`config.mk`:
```
export PLATFORM = sky130hd
export DESIGN_NAME = spectral_onset_emphasis_unit
export DESIGN_NICKNAME = d
export VERILOG_FILES = /design/src/soe_pkg.sv /design/src/soe_frame_store.sv /design/src/spectral_onset_emphasis_unit.sv
export SDC_FILE = /design/constraint.sdc
export NUM_CORES = 2
export LEC_CHECK = 0
export ABC_AREA = 1
export BUFFER_PORTS_ARGS = -buffer_cell sky130_fd_sc_hd__buf_2
export CAP_MARGIN = 10
export CORE_ASPECT_RATIO = 1.5
export CORE_MARGIN = 2
export CORE_UTILIZATION = 45
export CTS_CLUSTER_DIAMETER = 120
export DETAILED_ROUTE_END_ITERATION = 12
export GPL_TIMING_DRIVEN = 1
export HOLD_SLACK_MARGIN = 0.12
export SYNTH_ARGS = -nofsm -noshare
export SYNTH_HDL_FRONTEND = slang
export SYNTH_HIERARCHICAL = 1
export SYNTH_SLANG_ARGS = --single-unit
```
`constraint.sdc`:
```
create_clock -name clk -period 11.95 [get_ports clk]
set_clock_uncertainty 0.2 [all_clocks]
set_input_delay 1.195 -clock clk [delete_from_list [all_inputs] [get_ports clk]]
set_output_delay 1.195 -clock clk [all_outputs]
set_load 0.005 [all_outputs]
```
`src/soe_pkg.sv`:
```
// Shared constants, types and helpers for the spectral onset emphasis unit.
package soe_pkg;

    localparam int NUM_BINS  = 64;
    localparam int IDX_W     = $clog2(NUM_BINS);
    localparam int CNT_W     = $clog2(NUM_BINS + 1);

    localparam int VALUE_W   = 24;
    localparam int SAMPLE_W  = VALUE_W - 1;
    localparam int ENERGY_W  = 29;
    localparam int MULT_W    = 12;
    localparam int TIME_W    = 32;
    localparam int NEED_W    = ENERGY_W + MULT_W;
    localparam int RISE_W    = ENERGY_W + 8;

    localparam int DATA_W    = 32;
    localparam int ADDR_W    = 3;

    // x / 100 == (x * ceil(2^30 / 100)) >> 30 for every x below 2^23
    localparam int RECIP_W       = 24;
    localparam int DIV100_SHIFT  = 30;
    localparam logic [RECIP_W-1:0] DIV100_RECIP = 24'd10737419;
    localparam int PROD_W        = SAMPLE_W + RECIP_W;

    localparam logic [ENERGY_W-1:0] ENERGY_MAX     = '1;
    localparam logic [MULT_W-1:0]   MULT_RESET     = 12'd256;
    localparam logic [TIME_W-1:0]   INTERVAL_RESET = 32'd100000;

    typedef enum logic [0:0] {
        REG_ENERGY_MULT  = 1'b0,
        REG_MIN_INTERVAL = 1'b1
    } reg_idx_t;

    typedef struct packed {
        logic             en;
        logic [IDX_W-1:0] idx;
    } rd_req_t;

    typedef struct packed {
        logic                en;
        logic [IDX_W-1:0]    idx;
        logic [SAMPLE_W-1:0] data;
    } wr_req_t;

    function automatic logic [ENERGY_W-1:0] energy_sat_add(
        input logic [ENERGY_W-1:0] acc,
        input logic [SAMPLE_W-1:0] v
    );
        logic [ENERGY_W:0] sum;
        sum = {1'b0, acc} + (ENERGY_W + 1)'(v);
        return sum[ENERGY_W] ? ENERGY_MAX : sum[ENERGY_W-1:0];
    endfunction

endpackage

```
`src/soe_frame_store.sv`:
```
// Previous-frame bin store: synchronous RAM, per-entry written flags, write forwarding.
module soe_frame_store (
    input  logic                           clk,
    input  logic                           rst_n,
    input  soe_pkg::rd_req_t               rd,
    input  soe_pkg::wr_req_t               wr,
    output logic [soe_pkg::SAMPLE_W-1:0]   rd_data
);

    logic [soe_pkg::SAMPLE_W-1:0] mem [soe_pkg::NUM_BINS];
    logic [soe_pkg::SAMPLE_W-1:0] mem_rdata_reg;
    logic [soe_pkg::NUM_BINS-1:0] written_reg;
    logic [soe_pkg::NUM_BINS-1:0] written_next;
    logic                         entry_valid_reg;
    logic                         fwd_hit_reg;
    logic [soe_pkg::SAMPLE_W-1:0] fwd_data_reg;
    logic                         fwd_hit_next;

    // a write landing on the same edge as the read would be missed by the RAM
    assign fwd_hit_next = wr.en && (wr.idx == rd.idx);

    always_comb
    begin
        written_next = written_reg;
        if (wr.en)
        begin
            written_next[wr.idx] = 1'b1;
        end
    end

    always_ff @(posedge clk)
    begin
        if (wr.en)
        begin
            mem[wr.idx] <= wr.data;
        end
        if (rd.en)
        begin
            mem_rdata_reg <= mem[rd.idx];
            fwd_data_reg  <= wr.data;
        end
    end

    always_ff @(posedge clk or negedge rst_n)
    begin
        if (!rst_n)
        begin
            written_reg     <= '0;
            entry_valid_reg <= 1'b0;
            fwd_hit_reg     <= 1'b0;
        end
        else
        begin
            written_reg <= written_next;
            if (rd.en)
            begin
                entry_valid_reg <= written_reg[rd.idx];
                fwd_hit_reg     <= fwd_hit_next;
            end
        end
    end

    // never-written entries read as zero
    assign rd_data = fwd_hit_reg     ? fwd_data_reg  :
                     entry_valid_reg ? mem_rdata_reg : '0;

endmodule

```
`src/spectral_onset_emphasis_unit.sv`:
```
// Spectral onset emphasis unit: bin emphasis, frame energies and color change decision.
// Throughput: one bin request per cycle unless res_ready stalls the output; the frame store is
//   read at accept and written as the bin leaves stage 1, with a bypass when both hit one bin.
// Path: from the accepting edge through emphasis and accumulate, energy multiply and onset
//   compare into the output register.
// Reset: store flags, energies, bin count, last change time and valids clear; config to defaults.
module spectral_onset_emphasis_unit (
    input  logic                               clk,
    input  logic                               rst_n,
    input  logic                               psel,
    input  logic                               penable,
    input  logic                               pwrite,
    input  logic [soe_pkg::ADDR_W-1:0]         paddr,
    input  logic [soe_pkg::DATA_W-1:0]         pwdata,
    output logic [soe_pkg::DATA_W-1:0]         prdata,
    output logic                               pready,
    input  logic                               bin_valid,
    output logic                               bin_ready,
    input  logic signed [soe_pkg::VALUE_W-1:0] bin_value,
    input  logic                               last_bin,
    input  logic [soe_pkg::TIME_W-1:0]         timestamp,
    output logic                               res_valid,
    input  logic                               res_ready,
    output logic [soe_pkg::VALUE_W-1:0]        emphasized_value,
    output logic                               frame_end,
    output logic                               color_change
);

    // configuration
    logic [soe_pkg::MULT_W-1:0]  energy_multiplier_reg;
    logic [soe_pkg::TIME_W-1:0]  min_interval_reg;
    soe_pkg::reg_idx_t           cfg_idx;
    logic                        cfg_write;

    assign pready    = 1'b1;
    assign cfg_write = psel && penable && pwrite;
    assign cfg_idx   = soe_pkg::reg_idx_t'(paddr[soe_pkg::ADDR_W-1:2]);

    always_ff @(posedge clk or negedge rst_n)
    begin
        if (!rst_n)
        begin
            energy_multiplier_reg <= soe_pkg::MULT_RESET;
            min_interval_reg      <= soe_pkg::INTERVAL_RESET;
        end
        else if (cfg_write)
        begin
            case (cfg_idx)
                soe_pkg::REG_ENERGY_MULT:
                begin
                    energy_multiplier_reg <= pwdata[soe_pkg::MULT_W-1:0];
                end
                soe_pkg::REG_MIN_INTERVAL:
                begin
                    min_interval_reg <= pwdata;
                end
                default:
                begin
                end
            endcase
        end
    end

    always_comb
    begin
        case (cfg_idx)
            soe_pkg::REG_ENERGY_MULT:  prdata = soe_pkg::DATA_W'(energy_multiplier_reg);
            soe_pkg::REG_MIN_INTERVAL: prdata = min_interval_reg;
            default:                   prdata = '0;
        endcase
    end

    // stage enables
    logic p1_valid_reg, p2_valid_reg, p3_valid_reg, res_valid_reg;
    logic en1, en2, en3, en_out, accept;

    assign en_out    = !res_valid_reg || res_ready;
    assign en3       = !p3_valid_reg || en_out;
    assign en2       = !p2_valid_reg || en3;
    assign en1       = !p1_valid_reg || en2;
    assign bin_ready = en1;
    assign accept    = bin_valid && en1;

    always_ff @(posedge clk or negedge rst_n)
    begin
        if (!rst_n)
        begin
            p1_valid_reg  <= 1'b0;
            p2_valid_reg  <= 1'b0;
            p3_valid_reg  <= 1'b0;
            res_valid_reg <= 1'b0;
        end
        else
        begin
            if (en1)
            begin
                p1_valid_reg <= bin_valid;
            end
            if (en2)
            begin
                p2_valid_reg <= p1_valid_reg;
            end
            if (en3)
            begin
                p3_valid_reg <= p2_valid_reg;
            end
            if (en_out)
            begin
                res_valid_reg <= p3_valid_reg;
            end
        end
    end

    // stage 1: clamp, start divide, issue store read
    logic [soe_pkg::CNT_W-1:0]    bin_count_reg, bin_count_next;
    logic [soe_pkg::SAMPLE_W-1:0] sample_clamp;
    logic                         in_range;
    logic [soe_pkg::SAMPLE_W-1:0] p1_sample_reg;
    logic [soe_pkg::PROD_W-1:0]   p1_prod_reg, p1_prod_next;
    logic                         p1_last_reg;
    logic [soe_pkg::TIME_W-1:0]   p1_time_reg;
    logic [soe_pkg::IDX_W-1:0]    p1_idx_reg;
    logic                         p1_in_range_reg;
    soe_pkg::rd_req_t             rd_req;
    soe_pkg::wr_req_t             wr_req;
    logic [soe_pkg::SAMPLE_W-1:0] store_rdata;

    assign sample_clamp = bin_value[soe_pkg::VALUE_W-1] ? '0
                        : soe_pkg::SAMPLE_W'(unsigned'(bin_value));
    assign in_range     = bin_count_reg < soe_pkg::CNT_W'(soe_pkg::NUM_BINS);
    assign p1_prod_next = soe_pkg::PROD_W'(sample_clamp)
                        * soe_pkg::PROD_W'(soe_pkg::DIV100_RECIP);

    assign rd_req.en  = accept && in_range;
    assign rd_req.idx = bin_count_reg[soe_pkg::IDX_W-1:0];

    always_comb
    begin
        bin_count_next = bin_count_reg;
        if (accept)
        begin
            if (last_bin)
            begin
                bin_count_next = '0;
            end
            else if (in_range)
            begin
                bin_count_next = bin_count_reg + soe_pkg::CNT_W'(1);
            end
        end
    end

    always_ff @(posedge clk or negedge rst_n)
    begin
        if (!rst_n)
        begin
            bin_count_reg <= '0;
        end
        else
        begin
            bin_count_reg <= bin_count_next;
        end
    end

    always_ff @(posedge clk)
    begin
        if (accept)
        begin
            p1_sample_reg   <= sample_clamp;
            p1_prod_reg     <= p1_prod_next;
            p1_last_reg     <= last_bin;
            p1_time_reg     <= timestamp;
            p1_idx_reg      <= rd_req.idx;
            p1_in_range_reg <= in_range;
        end
    end

    soe_frame_store u_store (
        .clk     (clk),
        .rst_n   (rst_n),
        .rd      (rd_req),
        .wr      (wr_req),
        .rd_data (store_rdata)
    );

    // stage 2: emphasis, store write-back, energy accumulation
    logic [soe_pkg::SAMPLE_W-1:0] s2_sample;
    logic [soe_pkg::SAMPLE_W-1:0] s2_prev;
    logic [soe_pkg::VALUE_W-1:0]  s2_emph;
    logic [soe_pkg::ENERGY_W-1:0] cur_energy_reg, cur_energy_next;
    logic [soe_pkg::ENERGY_W-1:0] prev_energy_reg, prev_energy_next;
    logic                         s2_move;
    logic [soe_pkg::VALUE_W-1:0]  p2_emph_reg;
    logic                         p2_last_reg;
    logic [soe_pkg::TIME_W-1:0]   p2_time_reg;
    logic [soe_pkg::ENERGY_W-1:0] p2_cur_energy_reg;
    logic [soe_pkg::ENERGY_W-1:0] p2_prev_energy_reg;

    assign s2_move   = p1_valid_reg && en2;
    assign s2_sample = p1_last_reg
                     ? soe_pkg::SAMPLE_W'(p1_prod_reg >> soe_pkg::DIV100_SHIFT)
                     : p1_sample_reg;
    assign s2_prev   = p1_in_range_reg ? store_rdata : '0;
    assign s2_emph   = soe_pkg::VALUE_W'(s2_sample)
                     + ((s2_sample > s2_prev)
                        ? soe_pkg::VALUE_W'(s2_sample - s2_prev) : '0);

    assign cur_energy_next  = soe_pkg::energy_sat_add(cur_energy_reg, s2_sample);
    assign prev_energy_next = soe_pkg::energy_sat_add(prev_energy_reg, s2_prev);

    assign wr_req.en   = s2_move && p1_in_range_reg;
    assign wr_req.idx  = p1_idx_reg;
    assign wr_req.data = s2_sample;

    always_ff @(posedge clk or negedge rst_n)
    begin
        if (!rst_n)
        begin
            cur_energy_reg  <= '0;
            prev_energy_reg <= '0;
        end
        else if (s2_move)
        begin
            cur_energy_reg  <= p1_last_reg ? '0 : cur_energy_next;
            prev_energy_reg <= p1_last_reg ? '0 : prev_energy_next;
        end
    end

    always_ff @(posedge clk)
    begin
        if (s2_move)
        begin
            p2_emph_reg        <= s2_emph;
            p2_last_reg        <= p1_last_reg;
            p2_time_reg        <= p1_time_reg;
            p2_cur_energy_reg  <= cur_energy_next;
            p2_prev_energy_reg <= prev_energy_next;
        end
    end

    // stage 3: required rise = previous energy * multiplier
    logic [soe_pkg::NEED_W-1:0]   p3_need_reg, p3_need_next;
    logic [soe_pkg::ENERGY_W-1:0] p3_diff_reg;
    logic                         p3_rising_reg;
    logic [soe_pkg::VALUE_W-1:0]  p3_emph_reg;
    logic                         p3_last_reg;
    logic [soe_pkg::TIME_W-1:0]   p3_time_reg;

    assign p3_need_next = soe_pkg::NEED_W'(p2_prev_energy_reg)
                        * soe_pkg::NEED_W'(energy_multiplier_reg);

    always_ff @(posedge clk)
    begin
        if (p2_valid_reg && en3)
        begin
            p3_need_reg   <= p3_need_next;
            p3_diff_reg   <= p2_cur_energy_reg - p2_prev_energy_reg;
            p3_rising_reg <= p2_cur_energy_reg > p2_prev_energy_reg;
            p3_emph_reg   <= p2_emph_reg;
            p3_last_reg   <= p2_last_reg;
            p3_time_reg   <= p2_time_reg;
        end
    end

    // stage 4: onset compare and hold-off against last change
    logic [soe_pkg::RISE_W-1:0] rise;
    logic [soe_pkg::TIME_W-1:0] last_change_time_reg;
    logic [soe_pkg::TIME_W-1:0] elapsed;
    logic                       onset;
    logic                       s4_move;
    logic [soe_pkg::VALUE_W-1:0] emph_reg;
    logic                       frame_end_reg;
    logic                       color_change_reg;

    assign s4_move = p3_valid_reg && en_out;
    assign rise    = {p3_diff_reg, 8'd0};
    assign elapsed = p3_time_reg - last_change_time_reg;
    assign onset   = p3_last_reg && p3_rising_reg
                  && (soe_pkg::NEED_W'(rise) > p3_need_reg)
                  && (elapsed > min_interval_reg);

    always_ff @(posedge clk or negedge rst_n)
    begin
        if (!rst_n)
        begin
            last_change_time_reg <= '0;
        end
        else if (s4_move && onset)
        begin
            last_change_time_reg <= p3_time_reg;
        end
    end

    always_ff @(posedge clk)
    begin
        if (s4_move)
        begin
            emph_reg         <= p3_emph_reg;
            frame_end_reg    <= p3_last_reg;
            color_change_reg <= onset;
        end
    end

    assign res_valid        = res_valid_reg;
    assign emphasized_value = emph_reg;
    assign frame_end        = frame_end_reg;
    assign color_change     = color_change_reg;

endmodule

```
==> Implementation_results.wiki <==
{| class="wikitable"
! Metric !! Value
|-
| Detailed placement HPWL || 236000 um
|-
| Syn avg cell area || 10.4 sq um
|-
| Cell type with the largest total area after synthesis || sky130_fd_sc_hd__edfxtp_1
|-
| Leading cell types in the layout, fill and taps excluded || 2155 x sky130_fd_sc_hd__nand2_1, 1867 x sky130_fd_sc_hd__edfxtp_1, 1292 x sky130_fd_sc_hd__inv_1, 997 x sky130_fd_sc_hd__nor2_1, 845 x sky130_fd_sc_hd__o21ai_0
|-
| Max capacitance violation total || 0
|-
| Number of antenna violations at the first check in global routing || 8
|-
| Global Route Usage Sum || 0.267
|-
| Top FF cell, synth || sky130_fd_sc_hd__edfxtp_1
|-
| Drt drc || 0
|-
| Setup slack after placement || 3520 ps
|-
| Result of the run || finished clean
|-
| Final-report max-slew violation count || 0
|-
| Max Clock Freq || 133 MHz
|-
| Maximum ir drop on the vdd rail || 0.596 mV
|-
| Data required time of the critical path || 12410 ps
|-
| Number of non-filler instances in the completed layout || 14300
|-
| Violation count after the first detailed-routing iteration || 6461
|-
| Power per standard cell area || 300 nW/um^2
|-
| Setup slack of the most critical reg-to-reg path || 5240 ps
|-
| Final hold violations || 0
|-
| Met3 wirelength from detailed routing || 16500 um
|-
| Number of flip-flops in the largest register || 1472
|-
| Period utilisation layout || 0.631
|-
| Number of warning messages in the yosys log || 6
|-
| Critical Path Max Stage Delay || 670 ps
|-
| Largest cells by area after synthesis || sky130_fd_sc_hd__edfxtp_1 50%, sky130_fd_sc_hd__fa_1 8.3%, sky130_fd_sc_hd__nand2_1 7.3%
|-
| Standard-cell rows || 224
|-
| Cell repeated most along the worst path || sky130_fd_sc_hd__fa_1
|-
| Time the final worst path needs with I/O delays and setup || 7540 ps
|-
| Count of pins on the block boundary || 160
|-
| Part of the Yosys area used for sequential elements || 0.547
|-
| Buffer depth of the longest clock path || 4
|-
| Sum of overflow across all layers after global routing || 0
|-
| Number of unique standard cell types used by synthesis || 68
|-
| DR vias || 79600
|-
| Leakage component of the power || 51.3 nW
|-
| Total wire length || 343000 um
|-
| Number of buffers added on ports || 156
|-
| Number of global-route vias before repair || 81100
|-
| TNS Setup || 0 ps
|-
| Unrepaired setup endpoints after global routing || false
|-
| Post_cts resized || 0
|-
| Clk Tree Root Cell || sky130_fd_sc_hd__clkbuf_16
|-
| Die boundary height || 616 um
|-
| CTS H-tree lvls || 4
|-
| Min-Delay Path Class || primary input to asynchronous set/reset pin
|-
| Share of cells above drive strength 1 || 0.0795
|-
| Wire length of the first global-routing pass || 504000 um
|-
| Transition time of the tightest slew-check pin || 1100 ps
|-
| Uppermost metal layer occupied by signal nets || met5
|-
| Average vias per placed instance || 5.55
|-
| Class of the most critical setup path || primary input to flip-flop
|-
| CTS Buf Count || 200
|-
| Number of synthesized register bits || 2078
|-
| Initial core utilization || 0.453
|-
| Largest driver fanout on the critical path || 15
|-
| Netlist Area Pre-Place || 112000 sq um
|-
| Routed wire length per instance || 23.9 um
|-
| Final ANT Viol Nets || 0
|-
| Post-synthesis net count || 11900
|-
| Core area || 248000 sq um
|-
| Post-CTS clock slew at the launch and capture registers of the worst setup and hold paths || 60 ps
|-
| Skew-Pair Late Insertion Delay || 910 ps
|-
| Placed Cells || 14000
|-
| Weighted congestion at the end of routability-driven global placement || 0.963
|-
| Worst max-slew margin expressed relative to the limit || 0.267
|-
| Worst setup EP type || flip-flop
|-
| Buffers inserted by post-CTS timing repair || 0
|-
| Share of the synthesized area in the top cell type || 0.499
|-
| Count of hold buffers inserted by post-cts repair || 0
|-
| Die Wd || 412 um
|-
| Count of flip-flops with a built-in enable after synthesis || 1867
|-
| Floorplan die area || 254000 sq um
|-
| Crit path buf inv count || 7
|-
| Startpoint class of the critical path || primary input
|-
| Count of final setup violators || 0
|-
| Gate count of the mapped netlist || 10800
|-
| Net count, final || 12000
|-
| Number of detailed-route iterations in the first pass || 8
|-
| Met1 WL || 118000 um
|-
| Synth async-reset ratio || 0.102
|-
| Layout filler cell count || 22300
|-
| Pin count of the biggest net entering global routing || 205
|-
| Area growth from synthesis to final layout || 10.1%
|-
| Standard cell with the maximum stage delay on the critical path || sky130_fd_sc_hd__fa_1
|-
| Length of routed met2 wiring || 178000 um
|-
| Crit path arrival time || 8000 ps
|-
| Footprint of the multi-input gates || 44300 sq um
|-
| Family with the most delay on the worst path || adder cells
|-
| Area taken by flip-flops and latches || 61400 sq um
|-
| Most common cell after layout, fill and taps aside || sky130_fd_sc_hd__nand2_1
|-
| Clock sink count || 2078
|-
| CTS tree || done
|-
| Setup WS post-layout || 4410 ps
|}
## per-stage QoR
stage / total power [mW] / utilization / hold WS, ps / area, sq um
after floorplan: 23.8 / - / 200 / 112000
after global placement: 30.5 / 0.471 / 203 / 117000
after detailed placement: 30.6 / 0.471 / 205 / 117000
after CTS: 37.3 / 0.498 / 186 / 124000
after global routing: 39.8 / 0.498 / 190 / 124000
final: 37.0 / 0.498 / 137 / 124000
## kinds of logic after synthesis
| group | Yosys count | synth area share |
|---|---|---|
| buffers and inverters | 1768 | 0.0628 |
| XOR/XNOR | 168 | 0.0131 |
| other | 1 | 0.0000334 |
| adder cells (fa/ha/maj) | 997 | 0.142 |
| flip-flops | 2078 | 0.547 |
| AO/OA/AOI/OAI | 1829 | 0.0893 |
| AND/OR/NAND/NOR | 3989 | 0.146 |
## worst reg2reg max path: stages (launching register included)
cell	delay (ps)
sky130_fd_sc_hd__dfrtp_1	790
sky130_fd_sc_hd__buf_4	450
sky130_fd_sc_hd__nand2_1	100
sky130_fd_sc_hd__inv_1	80
sky130_fd_sc_hd__fa_1	450
sky130_fd_sc_hd__fa_1	550
sky130_fd_sc_hd__inv_1	50
sky130_fd_sc_hd__fa_1	510
sky130_fd_sc_hd__fa_1	440
sky130_fd_sc_hd__fa_1	500
sky130_fd_sc_hd__inv_1	40
sky130_fd_sc_hd__ha_1	370
sky130_fd_sc_hd__nand2_1	130
sky130_fd_sc_hd__nor2_1	150
sky130_fd_sc_hd__inv_1	50
sky130_fd_sc_hd__o21ai_0	380
sky130_fd_sc_hd__nor2_1	150
sky130_fd_sc_hd__o21ai_0	430
sky130_fd_sc_hd__a21oi_1	150
sky130_fd_sc_hd__xor2_1	470
## path summary, 6_finish.rpt
path / cells after the start / startpoint / end
min in group clk: 0 / p2_time_reg[22] / p3_time_reg[22]
hold / removal: 1 / rst_n / u_store/written_reg[62]
hold reg to reg: 0 / p2_time_reg[22] / p3_time_reg[22]
setup / recovery: 25 / bin_value[23] / p1_prod_reg[46]
setup reg to reg: 19 / energy_multiplier_reg[7] / p3_need_reg[31]
max in group asynchronous: 2 / rst_n / energy_multiplier_reg[9]
## cell usage after synthesis (6+ instances only)
cell type / n
sky130_fd_sc_hd__o21a_1: 22
sky130_fd_sc_hd__nor2_1: 1062
sky130_fd_sc_hd__edfxtp_1: 1867
sky130_fd_sc_hd__or2_2: 73
sky130_fd_sc_hd__xor2_1: 103
sky130_fd_sc_hd__o21bai_1: 22
sky130_fd_sc_hd__a21oi_1: 412
sky130_fd_sc_hd__inv_2: 10
sky130_fd_sc_hd__buf_4: 24
sky130_fd_sc_hd__dfstp_2: 7
sky130_fd_sc_hd__nor3_1: 49
sky130_fd_sc_hd__a22o_1: 22
sky130_fd_sc_hd__nand4_1: 45
sky130_fd_sc_hd__fa_1: 466
sky130_fd_sc_hd__buf_6: 15
sky130_fd_sc_hd__buf_2: 122
sky130_fd_sc_hd__nand2_4: 11
sky130_fd_sc_hd__o22ai_1: 303
sky130_fd_sc_hd__o21ai_0: 846
sky130_fd_sc_hd__inv_1: 1298
sky130_fd_sc_hd__o21ai_1: 83
sky130_fd_sc_hd__nor4_1: 28
sky130_fd_sc_hd__buf_1: 31
sky130_fd_sc_hd__dfrtp_1: 204
sky130_fd_sc_hd__ha_1: 531
sky130_fd_sc_hd__nand3b_1: 7
sky130_fd_sc_hd__a21o_1: 35
sky130_fd_sc_hd__nand3_1: 501
sky130_fd_sc_hd__clkbuf_1: 261
sky130_fd_sc_hd__a21boi_0: 9
sky130_fd_sc_hd__xnor2_1: 65
sky130_fd_sc_hd__a31oi_1: 31
sky130_fd_sc_hd__nand3_4: 8
sky130_fd_sc_hd__nand2_1: 2172
sky130_fd_sc_hd__o2111ai_1: 6
sky130_fd_sc_hd__nand2_2: 10
sky130_fd_sc_hd__o211ai_1: 11
## power breakdown
group / internal (mW) / leakage (nW) / total, mW / switching [mW]
Clock: 3.80 / 3.22 / 6.58 / 2.79
Sequential: 9.65 / 19.9 / 10.1 / 0.484
Combinational: 6.57 / 28.2 / 20.3 / 13.8
## metal layers
| layer | GRT usage | vias to the layer above |
|---|---|---|
| li1 | - | 36600 |
| met1 | 0.282 | 39400 |
| met2 | 0.486 | 2723 |
| met3 | 0.0273 | 837 |
| met4 | 0.203 | 6 |
| met5 | 0 | - |
## cell type report
type                            instances  share of cell area
Sequential cell                      2078               0.496
Multi-Input combinational cell       6984               0.358
Clock buffer                          242              0.0429
Inverter                             1311              0.0401
Tap cell                             3277              0.0332
Timing Repair Buffer                  330              0.0175
Clock inverter                        116              0.0115
Antenna cell                            7            0.000142
(Power assumes the default switching activity.)
